--- src/sv/fbpa_pkg.sv ---
// Shared types and constants for the fixed-size block pool allocator.
// Used by the channel interfaces, the serial arithmetic units and the top level.
`default_nettype none

package fbpa_pkg;

    // Field widths of the request and response transactions
    localparam int OP_W     = 2;
    localparam int BYTES_W  = 16;
    localparam int OFF_W    = 24;
    localparam int STS_W    = 3;
    localparam int CNT_W    = 9;
    localparam int FAIL_W   = 32;

    // Configuration register widths
    localparam int SIZE_W    = 13;
    localparam int CFG_W     = 13;
    localparam int CFG_IDX_W = 2;

    // Configuration register indexes
    localparam logic [CFG_IDX_W-1:0] CFG_BLOCK_BYTES    = 2'd0;
    localparam logic [CFG_IDX_W-1:0] CFG_BLOCKS_IN_USE  = 2'd1;
    localparam logic [CFG_IDX_W-1:0] CFG_POOL_ALIGNMENT = 2'd2;

    // Configuration reset values
    localparam logic [SIZE_W-1:0] RST_BLOCK_BYTES    = 13'd64;
    localparam logic [CNT_W-1:0]  RST_BLOCKS_IN_USE  = 9'd256;
    localparam logic [SIZE_W-1:0] RST_POOL_ALIGNMENT = 13'd8;

    // Saturation limits of the counters
    localparam logic [CNT_W-1:0]  USED_MAX = '1;
    localparam logic [FAIL_W-1:0] FAIL_MAX = '1;

    // Request operation codes
    typedef enum logic [OP_W-1:0] {
        OP_ALLOC = 2'd0,
        OP_FREE  = 2'd1,
        OP_RESET = 2'd2,
        OP_NONE  = 2'd3
    } t_op;

    // Response status codes
    typedef enum logic [STS_W-1:0] {
        STS_OK        = 3'd0,
        STS_TOO_LARGE = 3'd1,
        STS_ALIGN     = 3'd2,
        STS_EMPTY     = 3'd3,
        STS_NOT_OWNED = 3'd4,
        STS_NULL      = 3'd5
    } t_status;

    // Sequencer states
    typedef enum logic [2:0] {
        ST_IDLE,
        ST_EVAL,
        ST_LINK,
        ST_MUL,
        ST_DIV,
        ST_FIN
    } t_state;

endpackage

`default_nettype wire

--- src/sv/fbpa_req_if.sv ---
// Request channel of the block pool allocator: valid/ready plus request fields.
// Depends on fbpa_pkg for the field widths.
`default_nettype none

interface fbpa_req_if;
    import fbpa_pkg::*;

    logic               valid;
    logic               ready;
    logic [OP_W-1:0]    operation;
    logic [BYTES_W-1:0] request_bytes;
    logic [BYTES_W-1:0] request_align;
    logic [OFF_W-1:0]   release_offset;
    logic               release_is_null;

    modport source (
        output valid, operation, request_bytes, request_align,
               release_offset, release_is_null,
        input  ready
    );

    modport sink (
        input  valid, operation, request_bytes, request_align,
               release_offset, release_is_null,
        output ready
    );

endinterface

`default_nettype wire

--- src/sv/fbpa_rsp_if.sv ---
// Response channel of the block pool allocator: valid/ready plus result fields.
// Depends on fbpa_pkg for the field widths.
`default_nettype none

interface fbpa_rsp_if;
    import fbpa_pkg::*;

    logic              valid;
    logic              ready;
    logic [STS_W-1:0]  status;
    logic [OFF_W-1:0]  block_offset;
    logic [CNT_W-1:0]  used_blocks;
    logic [FAIL_W-1:0] failed_allocations;

    modport source (
        output valid, status, block_offset, used_blocks, failed_allocations,
        input  ready
    );

    modport sink (
        input  valid, status, block_offset, used_blocks, failed_allocations,
        output ready
    );

endinterface

`default_nettype wire

--- src/sv/fbpa_div.sv ---
// Radix-2 restoring divider, one quotient bit per cycle.
// Splits a byte offset into block index and remainder; depends on fbpa_pkg.
`default_nettype none

module fbpa_div (
    input  wire logic                       i_clk,
    input  wire logic                       i_rst_n,
    input  wire logic                       i_start,
    input  wire logic [fbpa_pkg::OFF_W-1:0]  i_dividend,
    input  wire logic [fbpa_pkg::SIZE_W-1:0] i_divisor,
    output logic                            o_done,
    output logic [fbpa_pkg::OFF_W-1:0]       o_quotient,
    output logic [fbpa_pkg::SIZE_W-1:0]      o_remainder
);
    import fbpa_pkg::*;

    localparam int STEP_W = $clog2(OFF_W + 1);

    logic              r_busy;
    logic              r_done;
    logic [STEP_W-1:0] r_cnt;
    logic [OFF_W-1:0]  r_quo;
    logic [SIZE_W-1:0] r_rem;
    logic [SIZE_W-1:0] r_dvs;

    logic [SIZE_W:0]   rem_sh;
    logic [SIZE_W:0]   diff;
    logic              ge;

    // One restoring step: bring in the next dividend bit, trial subtract
    always_comb begin
        rem_sh = {r_rem, r_quo[OFF_W-1]};
        ge     = rem_sh >= {1'b0, r_dvs};
        diff   = rem_sh - {1'b0, r_dvs};
    end

    // Step counter and done pulse
    always_ff @(posedge i_clk) begin
        if (!i_rst_n) begin
            r_busy <= 1'b0;
            r_done <= 1'b0;
            r_cnt  <= '0;
        end else begin
            r_done <= 1'b0;
            if (i_start) begin
                r_busy <= 1'b1;
                r_cnt  <= STEP_W'(OFF_W);
            end else if (r_busy) begin
                r_cnt <= r_cnt - 1'b1;
                if (r_cnt == STEP_W'(1)) begin
                    r_busy <= 1'b0;
                    r_done <= 1'b1;
                end
            end
        end
    end

    // Partial remainder and quotient shift register
    always_ff @(posedge i_clk) begin
        if (i_start) begin
            r_quo <= i_dividend;
            r_rem <= '0;
            r_dvs <= i_divisor;
        end else if (r_busy) begin
            r_quo <= {r_quo[OFF_W-2:0], ge};
            r_rem <= ge ? diff[SIZE_W-1:0] : rem_sh[SIZE_W-1:0];
        end
    end

    assign o_done      = r_done;
    assign o_quotient  = r_quo;
    assign o_remainder = r_rem;

endmodule

`default_nettype wire

--- src/sv/fbpa_mul.sv ---
// Shift-and-add multiplier, one multiplier bit per cycle.
// Turns a block index into a byte offset modulo 2^24; depends on fbpa_pkg.
`default_nettype none

module fbpa_mul #(
    parameter int IDX_W = 8
) (
    input  wire logic                       i_clk,
    input  wire logic                       i_rst_n,
    input  wire logic                       i_start,
    input  wire logic [fbpa_pkg::SIZE_W-1:0] i_mcand,
    input  wire logic [IDX_W-1:0]            i_mplier,
    output logic                            o_done,
    output logic [fbpa_pkg::OFF_W-1:0]       o_product
);
    import fbpa_pkg::*;

    localparam int STEP_W = $clog2(IDX_W + 1);

    logic              r_busy;
    logic              r_done;
    logic [STEP_W-1:0] r_cnt;
    logic [OFF_W-1:0]  r_acc;
    logic [OFF_W-1:0]  r_mcand;
    logic [IDX_W-1:0]  r_mplier;

    // Step counter and done pulse
    always_ff @(posedge i_clk) begin
        if (!i_rst_n) begin
            r_busy <= 1'b0;
            r_done <= 1'b0;
            r_cnt  <= '0;
        end else begin
            r_done <= 1'b0;
            if (i_start) begin
                r_busy <= 1'b1;
                r_cnt  <= STEP_W'(IDX_W);
            end else if (r_busy) begin
                r_cnt <= r_cnt - 1'b1;
                if (r_cnt == STEP_W'(1)) begin
                    r_busy <= 1'b0;
                    r_done <= 1'b1;
                end
            end
        end
    end

    // Accumulate shifted multiplicand for each set multiplier bit
    always_ff @(posedge i_clk) begin
        if (i_start) begin
            r_acc    <= '0;
            r_mcand  <= OFF_W'(i_mcand);
            r_mplier <= i_mplier;
        end else if (r_busy) begin
            if (r_mplier[0]) begin
                r_acc <= r_acc + r_mcand;
            end
            r_mcand  <= {r_mcand[OFF_W-2:0], 1'b0};
            r_mplier <= r_mplier >> 1;
        end
    end

    assign o_done    = r_done;
    assign o_product = r_acc;

endmodule

`default_nettype wire

--- src/sv/fixed_block_pool_allocator.sv ---
// Fixed-size block pool allocator with a LIFO free list of block indices.
// Depends on fbpa_pkg, fbpa_req_if, fbpa_rsp_if, fbpa_div and fbpa_mul.
//
// Usage:
//   i_req carries allocate, free or pool-reset transactions; o_rsp returns
//   exactly one response transaction per request. The config port writes
//   block size, block count and pool alignment; the user must do so only
//   while the block is idle, which the block does not enforce. One request
//   is processed at a time; i_req.ready is high only when the sequencer is
//   idle and out of reset. Steps from acceptance to the response being
//   registered on o_rsp:
//     allocate from the fresh range   serial multiplier
//     allocate from the freed stack   link read, then serial multiplier
//     free of an owned/not-owned block 24-step serial divider
//     failures, null free, pool reset  neither unit
//   The divider sets the worst case, so a free holds the sequencer longest.
//   The response sits in an output register: the next request is accepted
//   while it waits, and a stalled receiver only holds the sequencer once the
//   following response is ready. Reset empties the freed stack and marks all
//   blocks fresh; the link memory needs no clearing pass.
`default_nettype none

module fixed_block_pool_allocator #(
    parameter int MAX_BLOCKS      = 256,
    parameter int MAX_BLOCK_BYTES = 4096
) (
    input  wire logic                          i_clk,
    input  wire logic                          i_rst_n,
    input  wire logic                          i_cfg_we,
    input  wire logic [fbpa_pkg::CFG_IDX_W-1:0] i_cfg_idx,
    input  wire logic [fbpa_pkg::CFG_W-1:0]     i_cfg_data,
    fbpa_req_if.sink                           i_req,
    fbpa_rsp_if.source                         o_rsp
);
    import fbpa_pkg::*;

    localparam int IDX_W    = $clog2(MAX_BLOCKS);
    localparam int CNT_CAP  = (MAX_BLOCKS > 511) ? 511 : MAX_BLOCKS;
    localparam int SIZE_CAP = (MAX_BLOCK_BYTES > 8191) ? 8191 : MAX_BLOCK_BYTES;

    // Configuration registers
    logic [SIZE_W-1:0] r_block_bytes;
    logic [CNT_W-1:0]  r_blocks_in_use;
    logic [SIZE_W-1:0] r_pool_align;

    // Latched request
    t_op                r_op;
    logic [BYTES_W-1:0] r_req_bytes;
    logic [BYTES_W-1:0] r_req_align;
    logic [OFF_W-1:0]   r_rel_off;
    logic               r_rel_null;

    // Pool state
    t_state            r_state;
    t_state            n_state;
    logic              r_head_valid;
    logic [IDX_W-1:0]  r_free_head;
    logic [CNT_W-1:0]  r_fresh;
    logic [CNT_W-1:0]  r_used;
    logic [FAIL_W-1:0] r_fail;
    t_status           r_status;
    logic [OFF_W-1:0]  r_offset;

    // Link memory: {end-of-list flag, next index}
    logic [IDX_W:0]    r_link_mem [MAX_BLOCKS];
    logic [IDX_W:0]    r_link_rd;

    // Output register
    logic              r_out_valid;
    t_status           r_o_status;
    logic [OFF_W-1:0]  r_o_offset;
    logic [CNT_W-1:0]  r_o_used;
    logic [FAIL_W-1:0] r_o_fail;

    // Derived values and sequencer controls
    logic [SIZE_W-1:0] eff_size;
    logic [CNT_W-1:0]  eff_count;
    logic              too_large;
    logic              align_bad;
    logic              fresh_ok;
    logic              owned;
    logic              accept;
    logic              in_ready;
    logic              div_start;
    logic              mul_start;
    logic              mem_we;
    logic              out_load;
    logic [IDX_W-1:0]  mul_idx;

    logic              div_done;
    logic [OFF_W-1:0]  div_quo;
    logic [SIZE_W-1:0] div_rem;
    logic              mul_done;
    logic [OFF_W-1:0]  mul_prod;

    // Effective block size and count after clamping
    always_comb begin
        if (r_block_bytes == '0) begin
            eff_size = SIZE_W'(1);
        end else if (r_block_bytes > SIZE_W'(SIZE_CAP)) begin
            eff_size = SIZE_W'(SIZE_CAP);
        end else begin
            eff_size = r_block_bytes;
        end
        if (r_blocks_in_use > CNT_W'(CNT_CAP)) begin
            eff_count = CNT_W'(CNT_CAP);
        end else begin
            eff_count = r_blocks_in_use;
        end
    end

    // Request checks
    assign too_large = r_req_bytes > BYTES_W'(eff_size);
    assign align_bad = r_req_align > BYTES_W'(r_pool_align);
    assign fresh_ok  = r_fresh < eff_count;
    assign owned     = (div_rem == '0) && (div_quo < OFF_W'(eff_count));
    assign accept    = i_req.valid && in_ready;
    assign mul_idx   = (r_state == ST_LINK) ? r_free_head : IDX_W'(r_fresh);

    // Configuration writes
    always_ff @(posedge i_clk) begin
        if (!i_rst_n) begin
            r_block_bytes   <= RST_BLOCK_BYTES;
            r_blocks_in_use <= RST_BLOCKS_IN_USE;
            r_pool_align    <= RST_POOL_ALIGNMENT;
        end else if (i_cfg_we) begin
            unique case (i_cfg_idx)
                CFG_BLOCK_BYTES:    r_block_bytes   <= i_cfg_data;
                CFG_BLOCKS_IN_USE:  r_blocks_in_use <= i_cfg_data[CNT_W-1:0];
                CFG_POOL_ALIGNMENT: r_pool_align    <= i_cfg_data;
                default: ;
            endcase
        end
    end

    // Request capture
    always_ff @(posedge i_clk) begin
        if (accept) begin
            r_op        <= t_op'(i_req.operation);
            r_req_bytes <= i_req.request_bytes;
            r_req_align <= i_req.request_align;
            r_rel_off   <= i_req.release_offset;
            r_rel_null  <= i_req.release_is_null;
        end
    end

    // Sequencer state register
    always_ff @(posedge i_clk) begin
        if (!i_rst_n) begin
            r_state <= ST_IDLE;
        end else begin
            r_state <= n_state;
        end
    end

    // Sequencer next state
    always_comb begin
        n_state = r_state;
        unique case (r_state)
            ST_IDLE: begin
                if (i_req.valid) n_state = ST_EVAL;
            end
            ST_EVAL: begin
                unique case (r_op)
                    OP_ALLOC: begin
                        if (too_large || align_bad) n_state = ST_FIN;
                        else if (r_head_valid)      n_state = ST_LINK;
                        else if (fresh_ok)          n_state = ST_MUL;
                        else                        n_state = ST_FIN;
                    end
                    OP_FREE: n_state = r_rel_null ? ST_FIN : ST_DIV;
                    default: n_state = ST_FIN;
                endcase
            end
            ST_LINK: n_state = ST_MUL;
            ST_MUL: begin
                if (mul_done) n_state = ST_FIN;
            end
            ST_DIV: begin
                if (div_done) n_state = ST_FIN;
            end
            ST_FIN: begin
                if (!r_out_valid || o_rsp.ready) n_state = ST_IDLE;
            end
            default: n_state = ST_IDLE;
        endcase
    end

    // Sequencer outputs
    always_comb begin
        in_ready  = 1'b0;
        div_start = 1'b0;
        mul_start = 1'b0;
        mem_we    = 1'b0;
        out_load  = 1'b0;
        unique case (r_state)
            ST_IDLE: in_ready = i_rst_n;
            ST_EVAL: begin
                div_start = (r_op == OP_FREE) && !r_rel_null;
                mul_start = (r_op == OP_ALLOC) && !too_large && !align_bad
                            && !r_head_valid && fresh_ok;
            end
            ST_LINK: mul_start = 1'b1;
            ST_DIV:  mem_we    = div_done && owned;
            ST_FIN:  out_load  = !r_out_valid || o_rsp.ready;
            default: ;
        endcase
    end

    // Free list, counters and result
    always_ff @(posedge i_clk) begin
        if (!i_rst_n) begin
            r_head_valid <= 1'b0;
            r_free_head  <= '0;
            r_fresh      <= '0;
            r_used       <= '0;
            r_fail       <= '0;
            r_status     <= STS_OK;
            r_offset     <= '0;
        end else begin
            case (r_state)
                ST_IDLE: begin
                    if (accept) begin
                        r_status <= STS_OK;
                        r_offset <= '0;
                    end
                end
                ST_EVAL: begin
                    case (r_op)
                        OP_ALLOC: begin
                            if (too_large) begin
                                r_status <= STS_TOO_LARGE;
                                if (r_fail != FAIL_MAX) r_fail <= r_fail + 1'b1;
                            end else if (align_bad) begin
                                r_status <= STS_ALIGN;
                                if (r_fail != FAIL_MAX) r_fail <= r_fail + 1'b1;
                            end else if (r_head_valid) begin
                                // popped in the link state
                            end else if (fresh_ok) begin
                                r_fresh <= r_fresh + 1'b1;
                                if (r_used != USED_MAX) r_used <= r_used + 1'b1;
                            end else begin
                                r_status <= STS_EMPTY;
                                if (r_fail != FAIL_MAX) r_fail <= r_fail + 1'b1;
                            end
                        end
                        OP_FREE: begin
                            if (r_rel_null) r_status <= STS_NULL;
                        end
                        OP_RESET: begin
                            r_head_valid <= 1'b0;
                            r_free_head  <= '0;
                            r_fresh      <= '0;
                            r_used       <= '0;
                        end
                        default: ;
                    endcase
                end
                ST_LINK: begin
                    // pop: follow the link of the head block
                    if (r_link_rd[IDX_W]) begin
                        r_head_valid <= 1'b0;
                        r_free_head  <= '0;
                    end else begin
                        r_free_head <= r_link_rd[IDX_W-1:0];
                    end
                    if (r_used != USED_MAX) r_used <= r_used + 1'b1;
                end
                ST_MUL: begin
                    if (mul_done) r_offset <= mul_prod;
                end
                ST_DIV: begin
                    if (div_done) begin
                        if (owned) begin
                            r_free_head  <= div_quo[IDX_W-1:0];
                            r_head_valid <= 1'b1;
                            if (r_used != '0) r_used <= r_used - 1'b1;
                        end else begin
                            r_status <= STS_NOT_OWNED;
                        end
                    end
                end
                default: ;
            endcase
        end
    end

    // Link memory: push writes at the freed block, head link read every cycle
    always_ff @(posedge i_clk) begin
        if (mem_we) begin
            r_link_mem[div_quo[IDX_W-1:0]] <= {!r_head_valid,
                                               r_head_valid ? r_free_head : IDX_W'(0)};
        end
        r_link_rd <= r_link_mem[r_free_head];
    end

    // Response output register
    always_ff @(posedge i_clk) begin
        if (!i_rst_n) begin
            r_out_valid <= 1'b0;
        end else if (out_load) begin
            r_out_valid <= 1'b1;
        end else if (o_rsp.ready) begin
            r_out_valid <= 1'b0;
        end
    end

    always_ff @(posedge i_clk) begin
        if (out_load) begin
            r_o_status <= r_status;
            r_o_offset <= r_offset;
            r_o_used   <= r_used;
            r_o_fail   <= r_fail;
        end
    end

    // Ownership check: offset / block size
    fbpa_div u_div (
        .i_clk       (i_clk),
        .i_rst_n     (i_rst_n),
        .i_start     (div_start),
        .i_dividend  (r_rel_off),
        .i_divisor   (eff_size),
        .o_done      (div_done),
        .o_quotient  (div_quo),
        .o_remainder (div_rem)
    );

    // Granted offset: block index * block size
    fbpa_mul #(
        .IDX_W (IDX_W)
    ) u_mul (
        .i_clk     (i_clk),
        .i_rst_n   (i_rst_n),
        .i_start   (mul_start),
        .i_mcand   (eff_size),
        .i_mplier  (mul_idx),
        .o_done    (mul_done),
        .o_product (mul_prod)
    );

    assign i_req.ready              = in_ready;
    assign o_rsp.valid              = r_out_valid;
    assign o_rsp.status             = r_o_status;
    assign o_rsp.block_offset       = r_o_offset;
    assign o_rsp.used_blocks        = r_o_used;
    assign o_rsp.failed_allocations = r_o_fail;

endmodule

`default_nettype wire

--- src/flat_wrapper.sv ---
// flat-port wrapper written by rule: the top's interface ports become plain ports
module fixed_block_pool_allocator_flat import fbpa_pkg::*;
#(
    parameter int MAX_BLOCKS      = 256,
    parameter int MAX_BLOCK_BYTES = 4096
)
  (i_clk, i_rst_n, i_cfg_we, i_cfg_idx, i_cfg_data, i_req_valid, i_req_operation, i_req_request_bytes, i_req_request_align, i_req_release_offset, i_req_release_is_null, i_req_ready, o_rsp_valid, o_rsp_status, o_rsp_block_offset, o_rsp_used_blocks, o_rsp_failed_allocations, o_rsp_ready);
  fbpa_req_if i_req_i ();
  fbpa_rsp_if o_rsp_i ();
  input  wire logic i_clk;
  input  wire logic i_rst_n;
  input  wire logic i_cfg_we;
  input  wire logic [fbpa_pkg::CFG_IDX_W-1:0] i_cfg_idx;
  input  wire logic [fbpa_pkg::CFG_W-1:0] i_cfg_data;
  input wire logic [$bits(i_req_i.valid)-1:0] i_req_valid;
  input wire logic [$bits(i_req_i.operation)-1:0] i_req_operation;
  input wire logic [$bits(i_req_i.request_bytes)-1:0] i_req_request_bytes;
  input wire logic [$bits(i_req_i.request_align)-1:0] i_req_request_align;
  input wire logic [$bits(i_req_i.release_offset)-1:0] i_req_release_offset;
  input wire logic [$bits(i_req_i.release_is_null)-1:0] i_req_release_is_null;
  output wire logic [$bits(i_req_i.ready)-1:0] i_req_ready;
  output wire logic [$bits(o_rsp_i.valid)-1:0] o_rsp_valid;
  output wire logic [$bits(o_rsp_i.status)-1:0] o_rsp_status;
  output wire logic [$bits(o_rsp_i.block_offset)-1:0] o_rsp_block_offset;
  output wire logic [$bits(o_rsp_i.used_blocks)-1:0] o_rsp_used_blocks;
  output wire logic [$bits(o_rsp_i.failed_allocations)-1:0] o_rsp_failed_allocations;
  input wire logic [$bits(o_rsp_i.ready)-1:0] o_rsp_ready;
  assign i_req_i.valid = i_req_valid;
  assign i_req_i.operation = i_req_operation;
  assign i_req_i.request_bytes = i_req_request_bytes;
  assign i_req_i.request_align = i_req_request_align;
  assign i_req_i.release_offset = i_req_release_offset;
  assign i_req_i.release_is_null = i_req_release_is_null;
  assign i_req_ready = i_req_i.ready;
  assign o_rsp_valid = o_rsp_i.valid;
  assign o_rsp_status = o_rsp_i.status;
  assign o_rsp_block_offset = o_rsp_i.block_offset;
  assign o_rsp_used_blocks = o_rsp_i.used_blocks;
  assign o_rsp_failed_allocations = o_rsp_i.failed_allocations;
  assign o_rsp_i.ready = o_rsp_ready;
  fixed_block_pool_allocator #(.MAX_BLOCKS(MAX_BLOCKS), .MAX_BLOCK_BYTES(MAX_BLOCK_BYTES)) u_core (.i_clk(i_clk), .i_rst_n(i_rst_n), .i_cfg_we(i_cfg_we), .i_cfg_idx(i_cfg_idx), .i_cfg_data(i_cfg_data), .i_req(i_req_i), .o_rsp(o_rsp_i));
endmodule
--- config.mk ---
export PLATFORM = sky130hd
export DESIGN_NAME = fixed_block_pool_allocator_flat
export DESIGN_NICKNAME = d
export VERILOG_FILES = /design/src/sv/fbpa_pkg.sv /design/src/sv/fbpa_req_if.sv /design/src/sv/fbpa_rsp_if.sv /design/src/sv/fbpa_div.sv /design/src/sv/fbpa_mul.sv /design/src/sv/fixed_block_pool_allocator.sv /design/src/flat_wrapper.sv
export SDC_FILE = /design/constraint.sdc
export NUM_CORES = 2
export LEC_CHECK = 0
export BUFFER_PORTS_ARGS = -buffer_cell sky130_fd_sc_hd__buf_2
export CAP_MARGIN = 20
export CORE_MARGIN = 2
export CORE_UTILIZATION = 30
export CTS_CLUSTER_DIAMETER = 150
export CTS_CLUSTER_SIZE = 24
export DETAILED_ROUTE_END_ITERATION = 12
export PLACE_DENSITY = 0.46
export REMOVE_ABC_BUFFERS = 1
export SLEW_MARGIN = 5
export SYNTH_ARGS = -nofsm -noshare
export SYNTH_HDL_FRONTEND = slang
export SYNTH_SLANG_ARGS = --single-unit
--- constraint.sdc ---
create_clock -name i_clk -period 5.85 [get_ports i_clk]
set_clock_uncertainty 0.1 [all_clocks]
set_input_delay 0.8775 -clock i_clk [delete_from_list [all_inputs] [get_ports i_clk]]
set_output_delay 0.8775 -clock i_clk [all_outputs]
set_load 0.05 [all_outputs]
* Yosys cells after proc, flatten, opt, wreduce, memory -nomap -nowiden *
Memory sizes are Yosys's and may differ from the RTL's. A register that Yosys moved wholly into a read port is not among the register bits.
Index checks and enable logic that the tools add are counted.

storage, ports and cells
  memory bits (read-only) = 0
  input bits = 79
  bits in writable memories = 2304
  register bits = 371
  logic and storage cells = 223
  memories kept = 1
  bits in latches = 0
  output and inout bits = 70

cells by class
  muxes and demuxes = 86
  order comparisons = 7
  bitwise gates (word level) = 3
  $mul = 0
  eq/ne operators = 38
  reductions and logical operators = 44
  $add $sub $neg = 8
  shifts and indexed selects = 0
  divide/modulo/power cells = 0

memory list
  memory             words  bits a word  rd ports  clocked after Yosys merged registers in  wr ports  line                              RTL
  u_core.r_link_mem  256    9            1         1                                        1         fixed_block_pool_allocator.sv:65  logic [IDX_W:0] r_link_mem [MAX_BLOCKS];

operator list
  kind                     number
  $mux W32                 5
  $mux W9                  13
  $mux W24                 4
  $mux W13                 5
  $mux W8                  8
  $pmux W24 S2             1
  $mux W3                  15
  $pmux W9 S2              2
  $add A32 B1 Y32 const B  1
  $gt A16 B13 Y1           2
  $ne A32 B32 Y1 const B   1
  $pmux W9 S3              1
  $logic_not A13 Y1        2
  $add A24 B24 Y24         1
  $lt A24 B9 Y1            1
  $pmux W8 S3              1
  $mux W1                  21
  $add A9 B1 Y9 const B    2
  $pmux W3 S6              1
  $ne A2 B2 Y1 const B     8
  $ge A14 B13 Y1           1
  $gt A13 B13 Y1 const B   1
  $sub A13 B13 Y13         1
  $ne A2 B1 Y1 const B     6
  other kinds (42)         82

* Logic depth before layout (Yosys ltp) *
  depth in word-level cells = 11
  mapped depth = 15
  depth with buffers taken out = 13

* By module *
A second synthesis with hierarchy kept.

second synthesis, totals
  cell total of the unflattened synthesis = 5518
  area total of the unflattened synthesis = 106532.2 µm²

modules (own cells, without submodules)
  module                      sequential area each (µm²)  cells each  times used  area each (µm²)
  fixed_block_pool_allocator  75682.6                     4880        1           99884.5
  fbpa_mul                    1451.4                      374         1           3632.2
  fbpa_div                    1511.4                      264         1           3015.4

* Worst setup path before layout *
OpenSTA, ideal clock, no wires.

  kind = reg2reg
  start point = reg u_core.r_free_head[4]
  end point = mem u_core.r_link_mem[0][4] (netlist name) (data pin)
  path slack = 0.073 ns
  data arrival time = 4.810 ns
  setup time = 0.867 ns
  stages on the path, launching flop included = 5
  data required time = 4.883 ns
  path buffers = 3
  period minus slack after synthesis = 5.777 ns
  cell sequence = dfxtp_1 -> clkbuf_1 -> buf_1 -> clkbuf_1 -> and2_1

between the ends
  cells in the longest elaborated chain, start to end = 1

RTL lines
  item                    line                               RTL
  from (decl)             fixed_block_pool_allocator.sv:57   logic [IDX_W-1:0] r_free_head;
  from (signal assigned)  fixed_block_pool_allocator.sv:265  r_free_head <= r_link_rd[IDX_W-1:0];
  from (signal assigned)  fixed_block_pool_allocator.sv:275  r_free_head <= div_quo[IDX_W-1:0];
  $mux W8                 fixed_block_pool_allocator.sv:292  r_head_valid ? r_free_head : IDX_W'(0)};
  to (decl)               fixed_block_pool_allocator.sv:65

Every way passes these cells.

* Final worst setup path *
  start point = reg u_core.r_blocks_in_use[8]
  end point = mem u_core.r_link_mem[171][3] (netlist name) (enable)

between the ends
  cells in the longest elaborated chain, start to end = 8

RTL lines
  item                     line                               RTL
  from (decl)              fixed_block_pool_allocator.sv:43   logic [CNT_W-1:0] r_blocks_in_use;
  from (signal assigned)   fixed_block_pool_allocator.sv:129  CFG_BLOCKS_IN_USE: r_blocks_in_use <= i_cfg_data[CNT_W-1:0];
  $gt A9 B9 Y1             fixed_block_pool_allocator.sv:105  if (r_blocks_in_use > CNT_W'(CNT_CAP)) begin
  $mux W9 (*)              fixed_block_pool_allocator.sv:105
  $lt A24 B9 Y1 (*)        fixed_block_pool_allocator.sv:116  assign owned = (div_rem == '0) && (div_quo < OFF_W'(eff_count));
  $logic_and A1 B1 Y1 (*)  fixed_block_pool_allocator.sv:116
  $logic_and A1 B1 Y1 (*)  fixed_block_pool_allocator.sv:204  ST_DIV: mem_we = div_done && owned;
  $mux W1 (*)              fixed_block_pool_allocator.sv:196  unique case (r_state)
  $mux W1 (*)              fixed_block_pool_allocator.sv:290  if (mem_we) begin
  $mux W1 (*)              fixed_block_pool_allocator.sv:292

Every way passes the cells marked *; elsewhere a longest branch is shown, timed or not.

==> summary.md <==
| Metric | Value |
|---|---|
| Outcome | `finished, final reports clean` |
| Clock Pin Slew Worst Setup and Hold Paths | `0.10 ns` |
| Post-CTS Setup Repair Bufs | `0` |
| Post-synthesis cell count | `5,313` |
| Ratio of cells with drive above 1 in the final layout | `between 20% and 30%` |
| Dominant synthesized flop cell | `edfxtp_1` |
| Clk root buf | `clkbuf_16` |
| Reg2reg setup slack | `roughly 1.2 ns` |
| CTS Buffer Depth | `3` |
| Die Y | `~600 um` |
| Post-synthesis sequential area ratio | `around 74%` |
| Crit. End Element | `flip-flop` |
| CTS tree | `yes` |
| Clock Sinks | `2,684` |
| Final setup violation count | `0` |
| Setup TNS | `0 ns` |
| Complex-gate fraction of the synthesized area | `about 2.1%` |
| RSZ-0062 raised after global routing | `false` |
| Multiplexer share of the synthesized area | `16.5%` |
| CP max stage delay | `0.90 ns` |
| Most common cell in the netlist | `edfxtp_1` |
| Critical Path Most Common Cell | `nand2_1` |
| Netlist cell types | `70` |
| Final Max Slew Viols | `0` |
| Synth area leader | `edfxtp_1` |
| Leakage | `41.7 nW` |
| Synthesized area | `approximately 110,000 um2` |
| Headroom to the max-slew limit | `21.0%` |
| Final hold vios | `0` |
| WP data arrival | `5.01 ns` |
| YS warnings | `0` |
| Max cap viols | `0` |
| Worst slew pin tran | `1.17 ns` |
| Final cell count without fillers | `10,300` |
| Routed WL | `approximately 280,000 um` |
| Worst-skew pair later-pin latency | `0.82 ns` |
| Slowest CP cell | `nor2_1` |
| Yosys top cell area share | `70.6%` |
| H-Tree Depth | `3` |
| Floorplan row count | `218` |
| Worst hold path startpoint | `i_req_release_offset[18]` |
| FMAX | `0.214 GHz` |
| Hold Crit Class | `in -> reg` |
| Combinational family with the most area after synthesis | `multiplexers` |
| Worst r2r dst | `u_core.r_link_mem[171][3]` |
| # fillers | `between 30,000 and 40,000` |
| Antenna violations before repair | `21` |
| CTS Buf Count | `121` |
| Ranking of synthesized cells by area | `edfxtp_1 (71%), mux4_2 (16%), dfxtp_1 (3.7%)` |
| Multi-input logic area | `25,900 um2` |
| Core Area | `352,000 um2` |
| Flops & latches, synth | `2,684` |
| Post-Synth Simple-Gate Area | `4.10%` |
| Hold endpoint | `u_core.r_rel_off[18]` |
| Post-Synth XOR/XNOR Area | `0.538%` |
| Pre-Repair DR Iteration Count | `6` |
| Async SR Flop Fraction | `0%` |
| Vias/cell | `4.98` |
| HPWL Detailed | `174,000 um` |
| Synth Area in Adders | `around 1.1%` |
| Final worst-path setup slack | `1.17 ns` |
| Reg2reg path depth | `12` |
| Nets@finish | `5,684` |
| Hold Path Stages | `1` |
| DIE WIDTH | `~600 um` |
| Vias in the first global route | `52,100` |
| DRT iter0 DRCs | `5,148` |
| Wire length per cell | `27.6 um` |
| PwrDens | `311 nW/um2` |
| Worst-path cell chain | `clkinv_1 -> nand2_1 -> ha_1 -> a21o_1 -> a211o_1 -> a21oi_1 -> o21ai_1 -> or2_2 -> nor3b_1 -> buf_4 -> nand2_1 -> nor2_1` |
| Pin count of the biggest net entering global routing | `between 150 and 200` |
| Post-synth EDFFs | `2,489` |
| Wire length of the first global-routing pass | `404,000 um` |
| Startpoint types | `flip-flop` |
| Die area | `358,000 um2` |
| Pre-CTS setup slack | `1.19 ns` |
| Fin crit period | `4.68 ns` |
| Critical path type | `reg -> reg` |
| Post-DRT Antenna Nets | `0` |
| Max FO, Critical Path | `16` |
| DRC | `0` |
| Crit path required time | `6.18 ns` |
| Gr ovfl total | `0` |
| IO Port Bufs | `~150` |
| Final period util | `79.9%` |
| GPL Wtd Cong | `~0.79` |
| FF+latch area | `approximately 79,000 um2` |
| Starting Density | `30.1%` |
| Placed cell count | `roughly 10,000` |
| Via count | `51,300` |
| Hold-fix buffers at CTS | `0` |
| VDD IR max | `0.293 mV` |
| Area delta synth->final | `10.7%` |
| Mean Syn Cell Area | `19.9 um2` |
| Post-CTS Resized | `0` |
| I/O pins | `149` |
| Final design utilization | `33.3%` |
| Reg-to-Reg Start | `u_core.r_blocks_in_use[8]` |
| Commonest cells post-synth | `edfxtp_1 (2,489), mux4_2 (756), nor2_1 (353)` |
| GRT Overall Usage | `15.6%` |
metrics by stage:
| stage | cell area, um2 | total power [mW] | hold slack, ns |
|---|---|---|---|
| 5_1_grt | 117000 | 37.9 | 0.0704 |
| 4_1_cts | 117000 | 37.0 | 0.0412 |
| 2_1_floorplan | 105000 | 25.0 | 0.308 |
| 6_report | 117000 | 36.5 | 0.130 |
| 3_3_place_gp | 114000 | 27.2 | 0.314 |
| 3_5_place_dp | 114000 | 27.2 | 0.312 |
worst max path at each step:
stage	startpoint	endpoint	slack, ns
final	u_core.r_blocks_in_use[8]	u_core.r_link_mem[171][3]	1.17
after global placement	u_core.r_blocks_in_use[8]	u_core.r_link_mem[169][0]	1.23
after detailed placement	u_core.r_blocks_in_use[8]	u_core.r_link_mem[171][1]	1.19
after global routing	u_core.r_blocks_in_use[8]	u_core.r_link_mem[171][3]	0.82
after floorplan	u_core.r_free_head[0]	u_core.r_link_mem[0][0]	-21.65
after CTS	u_core.r_blocks_in_use[8]	u_core.r_link_mem[171][1]	1.11
final cells by class:
type / instances / share of cell area, %
clock buffer: 171 / 2.78
antenna: 6 / 0.0128
clock inverter: 5 / 0.0897
inverter: 71 / 0.234
multi-input combinational: 2269 / 22.1
timing repair buffer: 369 / 2.59
sequential: 2684 / 67.1
tap: 4730 / 5.05
power breakdown:
group          switching, mW  internal (mW)
registers              0.532           20.9
clock network           5.93           3.93
logic                   2.98           2.22
registers in the layout (all words and copies together) (netlist names), 16 cells and up:
register                         count
u_core.r_req_bytes                  16
u_core.r_offset                     24
u_core.o_rsp.block_offset           24
u_core.r_fail                       32
u_core.u_mul.r_mcand                24
u_core.r_rel_off                    24
u_core.o_rsp.failed_allocations     32
u_core.u_mul.o_product              24
u_core.r_link_mem                 2304
u_core.r_req_align                  16
u_core.u_div.o_quotient             24
critical path: cells and delay by family, from the launching register on:
family / cells / cell delay (ns)
AND/OR/NAND/NOR: 5 / 2.24
adder cells (fa/ha/maj): 1 / 0.26
flip-flops: 1 / 0.38
AO/OA/AOI/OAI: 4 / 0.80
buffers and inverters: 2 / 0.49
cells by family after synthesis:
logic type	count (synthesis)
simple gates	971
xor+xnor	65
compound gates	342
mux	802
flops	2684
buf+inv	360
fa+ha+maj	89
placed cells by master, fill, tap and decap left out, drive strengths merged, types with 37 or more instances in the layout:
cell / n
inv: 72
o21ai: 80
dfxtp: 195
edfxtp: 2489
clkbuf: 171
a21boi: 58
nand2: 318
nand3: 66
a21oi: 70
nor2: 354
and2: 44
mux2i: 43
ha: 87
xor2: 37
mux4: 756
buf: 369
routing by layer:
layer	global-route usage (%)	vias up	part of all wire (%)
met3	1.68	250	4.7
met2	25.6	1364	48
li1	-	21800	-
met5	0	-	0.0028
met4	3.18	2	2.1
met1	22.5	27900	45
No activity file was read; power rests on OpenSTA's default activity.
